**config.mk**
```make
export PLATFORM = sky130hd
export DESIGN_NAME = undirected_link_table_top
export DESIGN_NICKNAME = d
export VERILOG_FILES = /design/src/rtl/ult_pkg.sv /design/src/rtl/ult_cell.sv /design/src/rtl/undirected_link_table_top.sv
export VERILOG_INCLUDE_DIRS = /design/src /design/src/rtl
export SDC_FILE = /design/constraint.sdc
export NUM_CORES = 2
export LEC_CHECK = 0
export BUFFER_PORTS_ARGS = -buffer_cell sky130_fd_sc_hd__buf_2
export CAP_MARGIN = 20
export CORE_MARGIN = 2
export CORE_UTILIZATION = 50
export CTS_CLUSTER_SIZE = 25
export DETAILED_ROUTE_END_ITERATION = 10
export PLACE_DENSITY = 0.73
export SLEW_MARGIN = 20
export SYNTH_ARGS = -nofsm -noshare
export SYNTH_HDL_FRONTEND = slang
export SYNTH_HIERARCHICAL = 1
export SYNTH_SLANG_ARGS = --single-unit
```
**constraint.sdc**
```tcl
create_clock -name clk -period 19 [get_ports clk]
set_input_delay 5.7 -clock clk [delete_from_list [all_inputs] [get_ports clk]]
set_output_delay 5.7 -clock clk [all_outputs]
set_load 0.01 [all_outputs]
```
**src/rtl/undirected_link_table_top_assert.svh**
```systemverilog
// ----------------------------------------------------------------------------
// Undirected link table assertion macros
// Shared wrappers for the concurrent checks of the link table top level.
// ----------------------------------------------------------------------------
`ifndef UNDIRECTED_LINK_TABLE_TOP_ASSERT_SVH
`define UNDIRECTED_LINK_TABLE_TOP_ASSERT_SVH

// Property that must hold in the same cycle as its trigger.
`define ULT_CHECK_NOW(label, trig, cond, msg) \
  label: assert property (@(posedge clk) disable iff (rst) (trig) |-> (cond)) \
    else $error(msg);

// Property that must hold in the cycle after its trigger.
`define ULT_CHECK_NEXT(label, trig, cond, msg) \
  label: assert property (@(posedge clk) disable iff (rst) (trig) |=> (cond)) \
    else $error(msg);

`endif

```
**src/rtl/ult_pkg.sv**
```systemverilog
// ----------------------------------------------------------------------------
// Undirected link table package
// Field widths, command and status codes, and the cell control bundle.
// ----------------------------------------------------------------------------
`default_nettype none

package ult_pkg;

  localparam int NODE_W   = 16;
  localparam int RSSI_W   = 8;
  localparam int LIFE_W   = 16;
  localparam int CMD_W    = 2;
  localparam int STATUS_W = 3;
  localparam int COUNT_W  = 6;

  localparam logic [LIFE_W-1:0] LIFETIME_RESET = LIFE_W'(60 * 15);

  localparam logic [CMD_W-1:0] CMD_LOOKUP = 2'd0;
  localparam logic [CMD_W-1:0] CMD_ADD    = 2'd1;
  localparam logic [CMD_W-1:0] CMD_REMOVE = 2'd2;
  localparam logic [CMD_W-1:0] CMD_TICK   = 2'd3;

  localparam logic [STATUS_W-1:0] ST_FOUND = 3'd0;
  localparam logic [STATUS_W-1:0] ST_ADDED = 3'd1;
  localparam logic [STATUS_W-1:0] ST_MISS  = 3'd2;
  localparam logic [STATUS_W-1:0] ST_FULL  = 3'd3;
  localparam logic [STATUS_W-1:0] ST_TICK  = 3'd4;

  // Strobes broadcast from the sequencer to every cell of the row.
  typedef struct packed {
    logic compare;
    logic write_hit;
    logic write_new;
    logic clear_hit;
    logic age;
    logic shift;
  } ult_ctl_t;

endpackage

`default_nettype wire

```
**src/rtl/ult_cell.sv**
```systemverilog
// ----------------------------------------------------------------------------
// Link table cell
// One slot of the table: endpoints, signal strength, lifetime and match flag.
// ----------------------------------------------------------------------------
`default_nettype none

module ult_cell #(
  parameter int KEY_W = 16
) (
  input  logic                       clk,
  input  logic                       rst,
  input  ult_pkg::ult_ctl_t          ctl,
  input  logic [KEY_W-1:0]           req_a,
  input  logic [KEY_W-1:0]           req_b,
  input  logic [ult_pkg::RSSI_W-1:0] req_rssi,
  input  logic [ult_pkg::LIFE_W-1:0] lifetime,
  input  logic                       free_in,
  output logic                       free_out,
  output logic                       hit,
  output logic [ult_pkg::RSSI_W-1:0] hit_rssi,
  input  logic                       exp_in,
  output logic                       exp_out
);
  import ult_pkg::*;

  logic              valid;
  logic              exp;
  logic [KEY_W-1:0]  end_a;
  logic [KEY_W-1:0]  end_b;
  logic [RSSI_W-1:0] rssi;
  logic [LIFE_W-1:0] life;
  logic              match;
  logic              take;
  logic              dying;

  assign match = (end_a == req_a && end_b == req_b) ||
                 (end_a == req_b && end_b == req_a);

  // The lowest free slot claims a new link; the claim ripples upward.
  assign take     = !valid && !free_in;
  assign free_out = free_in || !valid;
  assign dying    = valid && (life <= LIFE_W'(1));

  assign hit_rssi = hit ? rssi : '0;
  assign exp_out  = exp;

  always_ff @(posedge clk) begin
    if (rst) begin
      valid <= 1'b0;
      hit   <= 1'b0;
      exp   <= 1'b0;
    end else begin
      if (ctl.compare) begin
        hit <= valid && match;
      end
      if (ctl.write_new && take) begin
        valid <= 1'b1;
      end else if (ctl.clear_hit && hit) begin
        valid <= 1'b0;
      end else if (ctl.age && dying) begin
        valid <= 1'b0;
      end
      if (ctl.age) begin
        exp <= dying;
      end else if (ctl.shift) begin
        exp <= exp_in;
      end
    end
  end

  always_ff @(posedge clk) begin
    if (ctl.write_new && take) begin
      end_a <= req_a;
      end_b <= req_b;
    end
    if ((ctl.write_new && take) || (ctl.write_hit && hit)) begin
      rssi <= req_rssi;
      life <= lifetime;
    end else if (ctl.age && valid && !dying) begin
      life <= life - LIFE_W'(1);
    end
  end

endmodule

`default_nettype wire

```
**src/rtl/undirected_link_table_top.sv**
```systemverilog
// ----------------------------------------------------------------------------
// Undirected link table
// Aging table of direction-free links between node addresses, one cell a slot.
// ----------------------------------------------------------------------------
//   Port group            Handshake              Moves
//   in_*  (cmd, nodes)    in_valid / in_ready    one request item
//   out_* (status, ...)   out_valid / out_ready  one result item
//   cfg_*                 cfg_we                 route_lifetime write
//
// Lookup, add and remove pass through request capture, a parallel compare in
// every cell, then the update with the free-slot claim rippling along the row.
// A tick ages the cells, then the expiry flags shift out of the row one cell a
// cycle into the expired counter. Reset is synchronous and empties the table.
// A stalled result holds the sequencer in its final step; a new request is
// taken while a result waits.
// ----------------------------------------------------------------------------
`default_nettype none

module undirected_link_table_top #(
  parameter int MAX_LINKS = 32,
  parameter int ADDR_BITS = 16
) (
  input  logic                                clk,
  input  logic                                rst,
  input  logic                                in_valid,
  output logic                                in_ready,
  input  logic [ult_pkg::CMD_W-1:0]           cmd,
  input  logic [ult_pkg::NODE_W-1:0]          node_a,
  input  logic [ult_pkg::NODE_W-1:0]          node_b,
  input  logic signed [ult_pkg::RSSI_W-1:0]   rssi_in,
  output logic                                out_valid,
  input  logic                                out_ready,
  output logic [ult_pkg::STATUS_W-1:0]        status,
  output logic signed [ult_pkg::RSSI_W-1:0]   link_rssi,
  output logic [ult_pkg::COUNT_W-1:0]         link_count,
  output logic [ult_pkg::COUNT_W-1:0]         expired_count,
  input  logic                                cfg_we,
  input  logic [ult_pkg::LIFE_W-1:0]          cfg_wdata
);
  import ult_pkg::*;

  localparam int KEY_W   = (ADDR_BITS < NODE_W) ? ADDR_BITS : NODE_W;
  localparam int CNT_W   = $clog2(MAX_LINKS + 1);
  localparam int SHIFT_W = $clog2(MAX_LINKS);

  typedef enum logic [5:0] {
    S_IDLE  = 6'b000001,
    S_MATCH = 6'b000010,
    S_APPLY = 6'b000100,
    S_AGE   = 6'b001000,
    S_SHIFT = 6'b010000,
    S_TDONE = 6'b100000
  } state_t;

  state_t            state, state_next;
  logic [CMD_W-1:0]  req_cmd;
  logic [KEY_W-1:0]  req_a;
  logic [KEY_W-1:0]  req_b;
  logic [RSSI_W-1:0] req_rssi;
  logic [LIFE_W-1:0] route_lifetime;
  logic [CNT_W-1:0]  live_links, live_links_next;
  logic [CNT_W-1:0]  exp_total;
  logic [SHIFT_W-1:0] shift_cnt;

  logic                out_free;
  logic                result_load;
  logic [STATUS_W-1:0] status_next;
  logic [RSSI_W-1:0]   rssi_next;
  logic [CNT_W-1:0]    expired_next;

  ult_ctl_t          ctl;
  logic [MAX_LINKS:0] free_chain;
  logic [MAX_LINKS:0] exp_chain;
  logic [MAX_LINKS-1:0] hit_vec;
  logic [RSSI_W-1:0]  cell_rssi [MAX_LINKS];
  logic               any_hit;
  logic               any_free;
  logic [RSSI_W-1:0]  hit_rssi;

  assign in_ready = (state == S_IDLE);
  assign out_free = !out_valid || out_ready;

  assign ctl.compare   = (state == S_MATCH);
  assign ctl.age       = (state == S_AGE);
  assign ctl.shift     = (state == S_SHIFT);
  assign ctl.write_hit = (state == S_APPLY) && out_free && req_cmd == CMD_ADD && any_hit;
  assign ctl.write_new = (state == S_APPLY) && out_free && req_cmd == CMD_ADD && !any_hit;
  assign ctl.clear_hit = (state == S_APPLY) && out_free && req_cmd == CMD_REMOVE;

  assign free_chain[0]         = 1'b0;
  assign exp_chain[MAX_LINKS]  = 1'b0;
  assign any_free              = free_chain[MAX_LINKS];

  for (genvar i = 0; i < MAX_LINKS; i++) begin : g_cell
    ult_cell #(
      .KEY_W(KEY_W)
    ) u_cell (
      .clk      (clk),
      .rst      (rst),
      .ctl      (ctl),
      .req_a    (req_a),
      .req_b    (req_b),
      .req_rssi (req_rssi),
      .lifetime (route_lifetime),
      .free_in  (free_chain[i]),
      .free_out (free_chain[i+1]),
      .hit      (hit_vec[i]),
      .hit_rssi (cell_rssi[i]),
      .exp_in   (exp_chain[i+1]),
      .exp_out  (exp_chain[i])
    );
  end

  // At most one cell matches, so an OR over the masked strengths selects it.
  always_comb begin
    hit_rssi = '0;
    for (int i = 0; i < MAX_LINKS; i++) begin
      hit_rssi = hit_rssi | cell_rssi[i];
    end
  end
  assign any_hit = |hit_vec;

  always_comb begin
    state_next      = state;
    live_links_next = live_links;
    result_load     = 1'b0;
    status_next     = ST_MISS;
    rssi_next       = '0;
    expired_next    = '0;
    case (state)
      S_IDLE: begin
        if (in_valid) begin
          state_next = (cmd == CMD_TICK) ? S_AGE : S_MATCH;
        end
      end
      S_MATCH: begin
        state_next = S_APPLY;
      end
      S_APPLY: begin
        if (out_free) begin
          result_load = 1'b1;
          state_next  = S_IDLE;
          case (req_cmd)
            CMD_LOOKUP: begin
              if (any_hit) begin
                status_next = ST_FOUND;
                rssi_next   = hit_rssi;
              end
            end
            CMD_ADD: begin
              if (any_hit) begin
                status_next = ST_FOUND;
                rssi_next   = req_rssi;
              end else if (any_free) begin
                status_next     = ST_ADDED;
                rssi_next       = req_rssi;
                live_links_next = live_links + CNT_W'(1);
              end else begin
                status_next = ST_FULL;
              end
            end
            CMD_REMOVE: begin
              if (any_hit) begin
                status_next     = ST_FOUND;
                rssi_next       = hit_rssi;
                live_links_next = live_links - CNT_W'(1);
              end
            end
            default: begin
              status_next = ST_MISS;
            end
          endcase
        end
      end
      S_AGE: begin
        state_next = S_SHIFT;
      end
      S_SHIFT: begin
        if (shift_cnt == SHIFT_W'(MAX_LINKS - 1)) begin
          state_next = S_TDONE;
        end
      end
      S_TDONE: begin
        if (out_free) begin
          result_load     = 1'b1;
          state_next      = S_IDLE;
          status_next     = ST_TICK;
          expired_next    = exp_total;
          live_links_next = live_links - exp_total;
        end
      end
      default: begin
        state_next = S_IDLE;
      end
    endcase
  end

  always_ff @(posedge clk) begin
    if (rst) begin
      state          <= S_IDLE;
      live_links     <= '0;
      out_valid      <= 1'b0;
      route_lifetime <= LIFETIME_RESET;
      shift_cnt      <= '0;
      exp_total      <= '0;
    end else begin
      state      <= state_next;
      live_links <= live_links_next;
      if (cfg_we) begin
        route_lifetime <= cfg_wdata;
      end
      if (result_load) begin
        out_valid <= 1'b1;
      end else if (out_ready) begin
        out_valid <= 1'b0;
      end
      if (state == S_AGE) begin
        shift_cnt <= '0;
        exp_total <= '0;
      end else if (state == S_SHIFT) begin
        shift_cnt <= shift_cnt + SHIFT_W'(1);
        exp_total <= exp_total + CNT_W'(exp_chain[0]);
      end
    end
  end

  always_ff @(posedge clk) begin
    if (in_valid && in_ready) begin
      req_cmd  <= cmd;
      req_a    <= node_a[KEY_W-1:0];
      req_b    <= node_b[KEY_W-1:0];
      req_rssi <= rssi_in;
    end
    if (result_load) begin
      status        <= status_next;
      link_rssi     <= rssi_next;
      link_count    <= COUNT_W'(live_links_next);
      expired_count <= COUNT_W'(expired_next);
    end
  end

`include "undirected_link_table_top_assert.svh"

  `ULT_CHECK_NOW(a_count_bound, 1'b1, live_links <= CNT_W'(MAX_LINKS), "too many links")
  `ULT_CHECK_NEXT(a_busy_after_accept, in_valid && in_ready, !in_ready, "taken while busy")
  `ULT_CHECK_NOW(a_expired_only_tick, out_valid && status != ST_TICK, expired_count == '0, "stray")

endmodule

`default_nettype wire
```
==> impl_metrics.env <==
export IMPL_status="finished clean"
export IMPL_routed_via_density=6.00
export IMPL_placed_area_um2=107000
export IMPL_crit_slowest_cell="a31o_1"
export IMPL_power_density_nw_per_um2=85.2
export IMPL_fin_crit_sh_pct=49.3
export IMPL_cp_end_kind="flip-flop"
export IMPL_postLayoutCellArea_um2=114000
export IMPL_startpoint_type="flip-flop"
export IMPL_r2r_end="g_cell[30].u_cell/life[7]"
export IMPL_maxCapViolations=0
export IMPL_ys_types=66
export IMPL_drt_iter0_markers=7946
export IMPL_async_flop_share_pct=0
export IMPL_grtUsageTotal_pct=26.1
export IMPL_crit_top_cell="nand2b_1"
export IMPL_synth_top_area_cell="edfxtp_1"
export IMPL_antenna_found_initial=9
export IMPL_root_buffer="clkbuf_16"
export IMPL_cts_path_max_buffers=3
export IMPL_fin_ws_ns=9.63
export IMPL_cp_endpoint="g_cell[30].u_cell/life[7]"
export IMPL_ant_nets=0
export IMPL_detail_route_wl_per_cell_um=24.5
export IMPL_hold_class="flip-flop to flip-flop"
export IMPL_die_height_um=457
export IMPL_gp_congestion=0.859
export IMPL_grt_max_degree=97
export IMPL_critPathLaunch="g_cell[0].u_cell/valid"
export IMPL_final_hold_viol_count=0
export IMPL_cts_repair_resized=0
export IMPL_swShare_pct=23.8
export IMPL_dieArea_um2=209000
export IMPL_yosys_warnings=6
export IMPL_fin_nets=8666
export IMPL_avgSynthCellArea_um2=12.4
export IMPL_io_pins=88
export IMPL_mostFrequentLayoutCells="xnor2_1 (2342), edfxtp_1 (1857), nand2_1 (649)"
export IMPL_clk_insertion_delay_late_ns=0.86
export IMPL_combPwrFrac_pct=8.9
export IMPL_h_tree_depth=4
export IMPL_vias=68300
export IMPL_die_w_um=457
export IMPL_timing_hold_ws_ns=0.506
export IMPL_min_period_ns=9.37
export IMPL_tightest_slew_ns=1.17
export IMPL_dp_hpwl_mm=156
export IMPL_drtPass1Iterations=6
export IMPL_place_ws_ns=9.37
export IMPL_port_buffers=87
export IMPL_path_class="flip-flop to flip-flop"
export IMPL_wl_mm=279
export IMPL_synth_area_um2=102000
export IMPL_cts_sinks=1993
export IMPL_rows=166
export IMPL_critPathArrivalTime_ns=9.86
export IMPL_synth_top_area_share_pct=54.4
export IMPL_synth_area_leaders="edfxtp_1 (54%), xnor2_1 (20%), nand4_1 (3.5%)"
export IMPL_final_max_slew_viol_count=0
export IMPL_pwr_share_seq_pct=49.8
export IMPL_finClkSkew_ns=0.0257
export IMPL_setup_tns_ns=0
export IMPL_ys_flop_type="edfxtp_1"
export IMPL_place_inst=11000
export IMPL_final_common_cell="xnor2_1"
export IMPL_drive_above_1_share_pct=9.16
export IMPL_max_freq_mhz=107
export IMPL_cts_hold_fix_buffers=0
export IMPL_rsz0062_at_grt="no"
export IMPL_grt_pass1_vias=67900
export IMPL_post_cts_buffers=0
export IMPL_cts_inserted_buffers=200
export IMPL_initial_core_util_pct=50.2
export IMPL_clkPwrFrac_pct=41.3
export IMPL_core_um2=204000
export IMPL_critPathMaxFanout=41
export IMPL_cts_tree="yes"
export IMPL_reg2reg_from="g_cell[0].u_cell/valid"
export IMPL_crit_required_ns=19.49
export IMPL_p_sw_uw=2310
export IMPL_grt_overflow=0
export IMPL_ys_ff_latch=1993
export IMPL_area_delta_synth_final_pct=11.2
export IMPL_clkTransAtPathRegs_ns=0.06
export IMPL_syn_inst=8232
export IMPL_reg2regPathDepth=35
export IMPL_yosysSeqAreaShare_pct=57.1
export IMPL_slowest_delay_ns=0.63
export IMPL_grt_pass1_wl_mm=418
export IMPL_fin_cells=11400
export IMPL_ir_worst_vdd_v=0.000104
export IMPL_power_internal_uw=7400
export IMPL_p_leak_uw=0.0332
export IMPL_finalSetupViolations=0
export IMPL_synth_edf_count=1857
export IMPL_reg2reg_slack_ns=9.63
export IMPL_drc=0
export IMPL_relSlewSlack_pct=21.2
-- critical path: cells and delay by family, from the launching register on --
kind	cells	cell delay (ns)
AOI/OAI and AO/OA	2	0.76
buffers and inverters	2	0.81
DFF	1	0.56
and+or+nand+nor	31	6.84
-- metrics by stage --
step | power (µW) | util [%]
after floorplan | 5520 | -
after global placement | 5770 | 52.5
after detailed placement | 5780 | 52.6
after CTS | 9750 | 55.8
after global routing | 9960 | 55.8
final | 9710 | 55.8
-- worst min path at each step --
stage | endpoint | startpoint | cells after the start | slack (ns)
3_5_place_dp | route_lifetime[10] | route_lifetime[10] | 2 | 0.49
6_report | route_lifetime[10] | route_lifetime[10] | 2 | 0.51
5_1_grt | shift_cnt[4] | shift_cnt[4] | 2 | 0.57
4_1_cts | route_lifetime[10] | route_lifetime[10] | 2 | 0.51
3_3_place_gp | route_lifetime[10] | route_lifetime[10] | 2 | 0.47
2_1_floorplan | shift_cnt[4] | shift_cnt[4] | 2 | 0.47
-- registers in the layout (all words and copies together) (netlist names), 32 cells and up --
register,flops
g_cell.u_cell/hit,32
g_cell.u_cell/rssi,256
g_cell.u_cell/valid,32
g_cell.u_cell/end_a,512
g_cell.u_cell/exp_out,32
g_cell.u_cell/life,512
g_cell.u_cell/end_b,512
-- cells by family after synthesis --
| logic type | Yosys count | share of synthesized area (%) |
|---|---|---|
| AOI/OAI and AO/OA | 962 | 5.93 |
| xor gates and xnor gates | 2443 | 20.9 |
| adders and majority gates | 80 | 0.984 |
| buffers and inverters | 255 | 0.974 |
| DFF | 1993 | 57.1 |
| muxes | 23 | 0.227 |
| other | 1 | 0.00366 |
| and+or+nand+nor | 2475 | 13.9 |
-- synth_stat cells, types with 4 or more instances --
| cell | count |
|---|---|
| edfxtp_1 | 1857 |
| a31o_1 | 32 |
| a211oi_1 | 34 |
| nor3_1 | 72 |
| and3_1 | 39 |
| o31ai_1 | 66 |
| o41ai_1 | 32 |
| o21ai_1 | 311 |
| xor2_1 | 101 |
| a211oi_2 | 32 |
| nor4_1 | 266 |
| nand2b_2 | 32 |
| nor4_2 | 31 |
| o21ai_0 | 154 |
| mux2i_1 | 21 |
| dfxtp_1 | 136 |
| a22oi_1 | 33 |
| or3b_2 | 33 |
| xnor2_1 | 2342 |
| nand2_1 | 649 |
| a21o_1 | 98 |
| or4_4 | 32 |
| ha_1 | 79 |
| nor2_1 | 232 |
| o211ai_1 | 4 |
| nor4_4 | 33 |
| and2_1 | 260 |
| nand2b_1 | 35 |
| nor2b_1 | 69 |
| a21oi_1 | 112 |
| clkbuf_1 | 107 |
| inv_1 | 113 |
| buf_2 | 33 |
| nand3_1 | 39 |
| nor3b_1 | 68 |
| nand4_1 | 569 |
| o2111ai_1 | 32 |
-- power by group through the flow --
stage / Combinational, µW / Sequential [µW] / Clock, µW
global placement: 836 / 4930 / 0
finish: 863 / 4840 / 4010
floorplan: 406 / 5110 / 0
global route: 907 / 4830 / 4220
CTS: 854 / 4840 / 4060
detailed placement: 848 / 4930 / 0
-- metal layers --
layer	track usage, %	vias up	share of wire (%)	wire length [µm]
li1	-	30800	-	-
met1	35.5	33800	40	113000
met2	41.7	3197	46	127000
met3	3.85	535	9.2	25800
met4	11.4	0	4.6	12900
met5	0	-	0	0
-- cell type report --
| class | count | area (µm²) |
|---|---|---|
| Clock inverter | 127 | 1130 |
| Antenna cell | 3 | 7.51 |
| Multi-Input combinational cell | 5986 | 43200 |
| Tap cell | 2688 | 3360 |
| Timing Repair Buffer | 227 | 1830 |
| Fill cell | 16500 | 90200 |
| Clock buffer | 250 | 5510 |
| Sequential cell | 1993 | 58500 |
| Inverter | 115 | 437 |
Note: power is estimated with default switching activity, not from simulation.
